File: src/hw/rtl/chta_pkg.sv
// shared types, constants and helpers for the clustered hash table
`default_nettype none
package chta_pkg;

  localparam int INDEX_BITS   = 16;
  localparam int CLUSTER_WAYS = 4;
  localparam int DATE_COUNT   = 16;
  localparam int VALUE_INF    = 30000;

  localparam int WAY_W      = (CLUSTER_WAYS > 1) ? $clog2(CLUSTER_WAYS) : 1;
  localparam int SLOT_COUNT = (1 << INDEX_BITS) + CLUSTER_WAYS - 1;
  localparam int ADDR_W     = $clog2(SLOT_COUNT);
  localparam int DATE_W     = $clog2(DATE_COUNT);
  localparam int SCORE_W    = DATE_W + 10;
  localparam int USED_W     = 17;

  localparam logic [USED_W-1:0] USED_MAX = '1;
  localparam logic signed [7:0] DEPTH_NONE = -8'sd128;
  localparam logic signed [15:0] VAL_MIN = -16'(VALUE_INF);
  localparam logic signed [15:0] VAL_MAX = 16'(VALUE_INF);

  // configuration port
  localparam int CFG_ADDR_W = 3;
  localparam logic [CFG_ADDR_W-1:0] ADDR_ENDGAME = 3'd0;

  typedef enum logic [1:0] {
    MODE_STORE    = 2'd0,
    MODE_RETRIEVE = 2'd1,
    MODE_CLEAR    = 2'd2,
    MODE_ADVANCE  = 2'd3
  } mode_t;

  typedef struct packed {
    logic [31:0]        lock;
    logic [15:0]        move;
    logic signed [15:0] lo_val;
    logic signed [15:0] hi_val;
    logic signed [7:0]  depth;
    logic signed [7:0]  move_dep;
    logic signed [7:0]  lo_dep;
    logic signed [7:0]  hi_dep;
    logic [DATE_W-1:0]  date;
  } entry_t;

  typedef struct packed {
    logic [31:0]        lock;
    logic [15:0]        move;
    logic signed [7:0]  depth;
    logic signed [15:0] lo;
    logic signed [15:0] hi;
  } req_t;

  // per-way result of the shared evaluation unit
  typedef struct packed {
    logic                      match;
    logic                      stale;
    logic signed [SCORE_W-1:0] score;
  } eval_t;

  localparam entry_t ENTRY_RESET = '{
    lock: 32'd0, move: 16'd0, lo_val: VAL_MIN, hi_val: VAL_MAX,
    depth: DEPTH_NONE, move_dep: DEPTH_NONE, lo_dep: DEPTH_NONE,
    hi_dep: DEPTH_NONE, date: '0
  };

  function automatic logic signed [15:0] clamp_value(input logic signed [15:0] v);
    logic signed [15:0] r;
    r = v;
    if (v < VAL_MIN) r = VAL_MIN;
    if (v > VAL_MAX) r = VAL_MAX;
    return r;
  endfunction

endpackage
`default_nettype wire

File: src/hw/rtl/chta_way_eval.sv
// shared per-way unit: lock compare, replacement score and hit merge
`default_nettype none
module chta_way_eval (
  input  wire chta_pkg::entry_t            ent,
  input  wire chta_pkg::req_t              req,
  input  wire logic [chta_pkg::DATE_W-1:0] cur_date,
  input  wire logic                        eg,
  output chta_pkg::eval_t                  ev,
  output chta_pkg::entry_t                 merged
);
  logic [chta_pkg::DATE_W:0]   age_w;
  logic [chta_pkg::DATE_W-1:0] age;

  always_comb begin
    if (cur_date >= ent.date) begin
      age_w = {1'b0, cur_date} - {1'b0, ent.date};
    end else begin
      age_w = {1'b0, cur_date} + (chta_pkg::DATE_W+1)'(chta_pkg::DATE_COUNT)
              - {1'b0, ent.date};
    end
    age = age_w[chta_pkg::DATE_W-1:0];

    ev.match = (ent.lock == req.lock);
    ev.stale = (ent.date != cur_date);
    ev.score = $signed({2'b00, age, 8'b0}) - chta_pkg::SCORE_W'(ent.depth);

    merged      = ent;
    merged.date = cur_date;
    if (eg || req.depth > ent.depth) begin
      merged.depth = req.depth;
    end
    if (req.move != 16'd0 && (eg || req.depth >= ent.move_dep)) begin
      merged.move_dep = req.depth;
      merged.move     = req.move;
    end
    if (req.lo != chta_pkg::VAL_MIN && (eg || req.depth >= ent.lo_dep)) begin
      merged.lo_dep = req.depth;
      merged.lo_val = req.lo;
    end
    if (req.hi != chta_pkg::VAL_MAX && (eg || req.depth >= ent.hi_dep)) begin
      merged.hi_dep = req.depth;
      merged.hi_val = req.hi;
    end
  end
endmodule
`default_nettype wire

File: config.mk
export PLATFORM = sky130hd
export DESIGN_NAME = chta_way_eval
export DESIGN_NICKNAME = d
export VERILOG_FILES = /design/src/hw/rtl/chta_pkg.sv /design/src/hw/rtl/chta_way_eval.sv
export SDC_FILE = /design/constraint.sdc
export NUM_CORES = 1
export LEC_CHECK = 0
export BUFFER_PORTS_ARGS = -buffer_cell sky130_fd_sc_hd__buf_4
export CORE_AREA = 3 3 133 135
export DETAILED_ROUTE_END_ITERATION = 8
export DIE_AREA = 0 0 136 138
export SYNTH_ARGS = -nofsm -noshare
export SYNTH_HDL_FRONTEND = slang
export SYNTH_SLANG_ARGS = --single-unit
File: constraint.sdc
create_clock -name vclk -period 5.4
set_input_delay 0.54 -clock vclk [all_inputs]
set_output_delay 0.54 -clock vclk [all_outputs]
set_load 0.005 [all_outputs]
==> metrics <==
status=completed; CLK BUF=0; drt first pass iters=4; CP Max Fanout=24; CP peak stage delay=0.93 ns; switching share of power=40.20%; top area cells in the synthesized netlist=mux2_2, ha_1, xor2_1; sequential fraction of the synthesis area=0%; Setup Slack @ Placement=1.699 ns; I/O Pins=341; Final HPWL DP=12,780 um; Switch Pwr=0.2179 mW; Final Hold Viols=0; synth warn=0; Worst EP required=4.86 ns; Reg area=0 um2; Antenna diodes=0; syn avg cell area=8.165 um2; total routed wirelength=14,160 um; P_leak=2.856 nW; headroom to the max-slew limit=20.30%; cts hold-fix bufs=0; CP startpoint=req[39]; Hold Path Cell Cnt=2; Util after Layout=33.24%; clock network power share=0%; gr ovfl total=0; Fmax=266.7 MHz; fin. max-slew vios=0; Synth cell types=50; # Post-CTS Setup Buffers=0; arrival time worst endpoint=3.21 ns; Top delay family on crit path=compound AO/OA/AOI/OAI gates; WHS=1.256 ns; Final #Nets=918; slowest CP cell=o21ai_2; Synth Instances=367; fillers=1,764; combinational group share of total power=100.0%; area share of the largest cell type after synthesis=25.18%; post-CTS sizing=0; wire per inst=16.02 um; Routed Antenna Nets=0; measured slew at the worst slew-check pin=1.195 ns; Worst Setup Slack, final=1.650 ns; Final Cell Area=5512 um2; Max Cap Viol=0; Buf/Inv on CP=2; period utilization=69.44%; Residual DRC=0; Die W=136 um; crit-path cells=buf_4, ha_1, or4b_1, a21oi_1, o21ai_1, o21ai_2, mux2_2, buf_4; Seq pwr share=0%; cell taking the most area after synthesis=mux2_2; most frequent cells in the layout=buf_4, mux2_2, ha_1; PortBufs=341; final setup fails=0; vias in the first global route=3,890; largest net degree at the start of global routing=25; setup_tns=0 ns; Placed Area=5512 um2; die area=18,770 um2; vias per cell=4.249; type of origin of the critical path=primary input; total track usage=13.70%; area growth from synthesis to layout=83.92%; critical path depth=8; PD cells=98.32 nW/um2; via count=3,756; Core Area=16,580 um2; Die Span Y=138 um; seq_cells=0; layout cells sized above 1=62.80%; Power Internal=0.3240 mW; RSZ-0062 raised after global routing=false; CP Class=primary input to output port; initial antenna violation count=0; CP dominant cell by count=buf_4; worst setup path endpoint=merged[36]; Net Count, Synth=619; crit path time final=3.750 ns; post-synthesis cell area=2997 um2; # rows=47; first-pass GRT wire length=21,010 um; starting density of the core=18.07%; CP endpoint kind=output port; initial DRC count=106; worst min path class=primary input to output port; gp weighted congestion=0.9098; most common cell after layout, fill and taps aside=buf_4; peak supply drop=0.00003655 V
[power groups by stage]
| stage | Sequential, mW | Clock, mW | Combinational, mW |
|---|---|---|---|
| 2_1_floorplan | 0 | 0 | 0.240 |
| 3_3_place_gp | 0 | 0 | 0.544 |
| 3_5_place_dp | 0 | 0 | 0.545 |
| 4_1_cts | 0 | 0 | 0.548 |
| 5_1_grt | 0 | 0 | 0.592 |
| 6_report | 0 | 0 | 0.542 |
[per-layer routing]
metal / vias up / wire length, um / global-route usage [%]
met4: 0 / 121 / 1.061
met3: 10 / 899 / 2.507
li1: 1895 / - / -
met5: - / 0 / 0
met1: 1731 / 5895 / 17.89
met2: 120 / 7246 / 24.35
[how the worst min path moves through the flow]
stage	startpoint	endpoint	slack [ns]
final	cur_date[0]	merged[0]	1.26
after global routing	cur_date[0]	merged[0]	1.26
after CTS	cur_date[0]	merged[0]	1.26
after detailed placement	cur_date[0]	merged[0]	1.26
after global placement	cur_date[0]	merged[0]	1.26
after floorplan	ent[30]	ev[2]	1.14
[kinds of logic (layout without fill, tap and decap cells)]
logic type	count (synthesis)	count (layout)	share of synthesized area, %
compound gates	47	47	11.15
xor+xnor	46	46	13.44
fa+ha+maj	43	43	18.20
buf+inv	84	381	15.82
mux	69	69	25.89
simple gates	78	78	15.49
[layout make-up]
cell class	instances	area (um2)	share of cell area, %
inverter	40	150.1	2.724
multi-input combinational	283	2526	45.83
tap	220	275.3	4.994
timing repair buffer	341	2560	46.45
[Yosys cell counts, types with 2 or more instances]
cell / n
a31oi_1: 3
nor2_1: 13
buf_4: 37
mux2_2: 67
xnor2_1: 11
buf_6: 2
nor2b_1: 2
o21ai_1: 2
o211ai_1: 2
and3_1: 2
nor4_1: 15
nand2_1: 9
ha_1: 42
nor4b_1: 2
xor2_1: 35
inv_1: 40
a21oi_1: 9
nand2b_1: 2
or3_1: 2
o21ai_0: 4
buf_2: 4
a21o_1: 5
nand3_1: 5
nor3_1: 4
a31o_2: 2
nand4_1: 9
a22o_1: 10
a211oi_1: 3
nor4bb_1: 3
[per-stage QoR]
step                      cells  power, mW
after floorplan             367     0.2404
after global placement      884     0.5441
after detailed placement    884     0.5451
after CTS                   884     0.5482
after global routing        884     0.5920
final                       884     0.5419
Power figures use the tool's default switching activity.
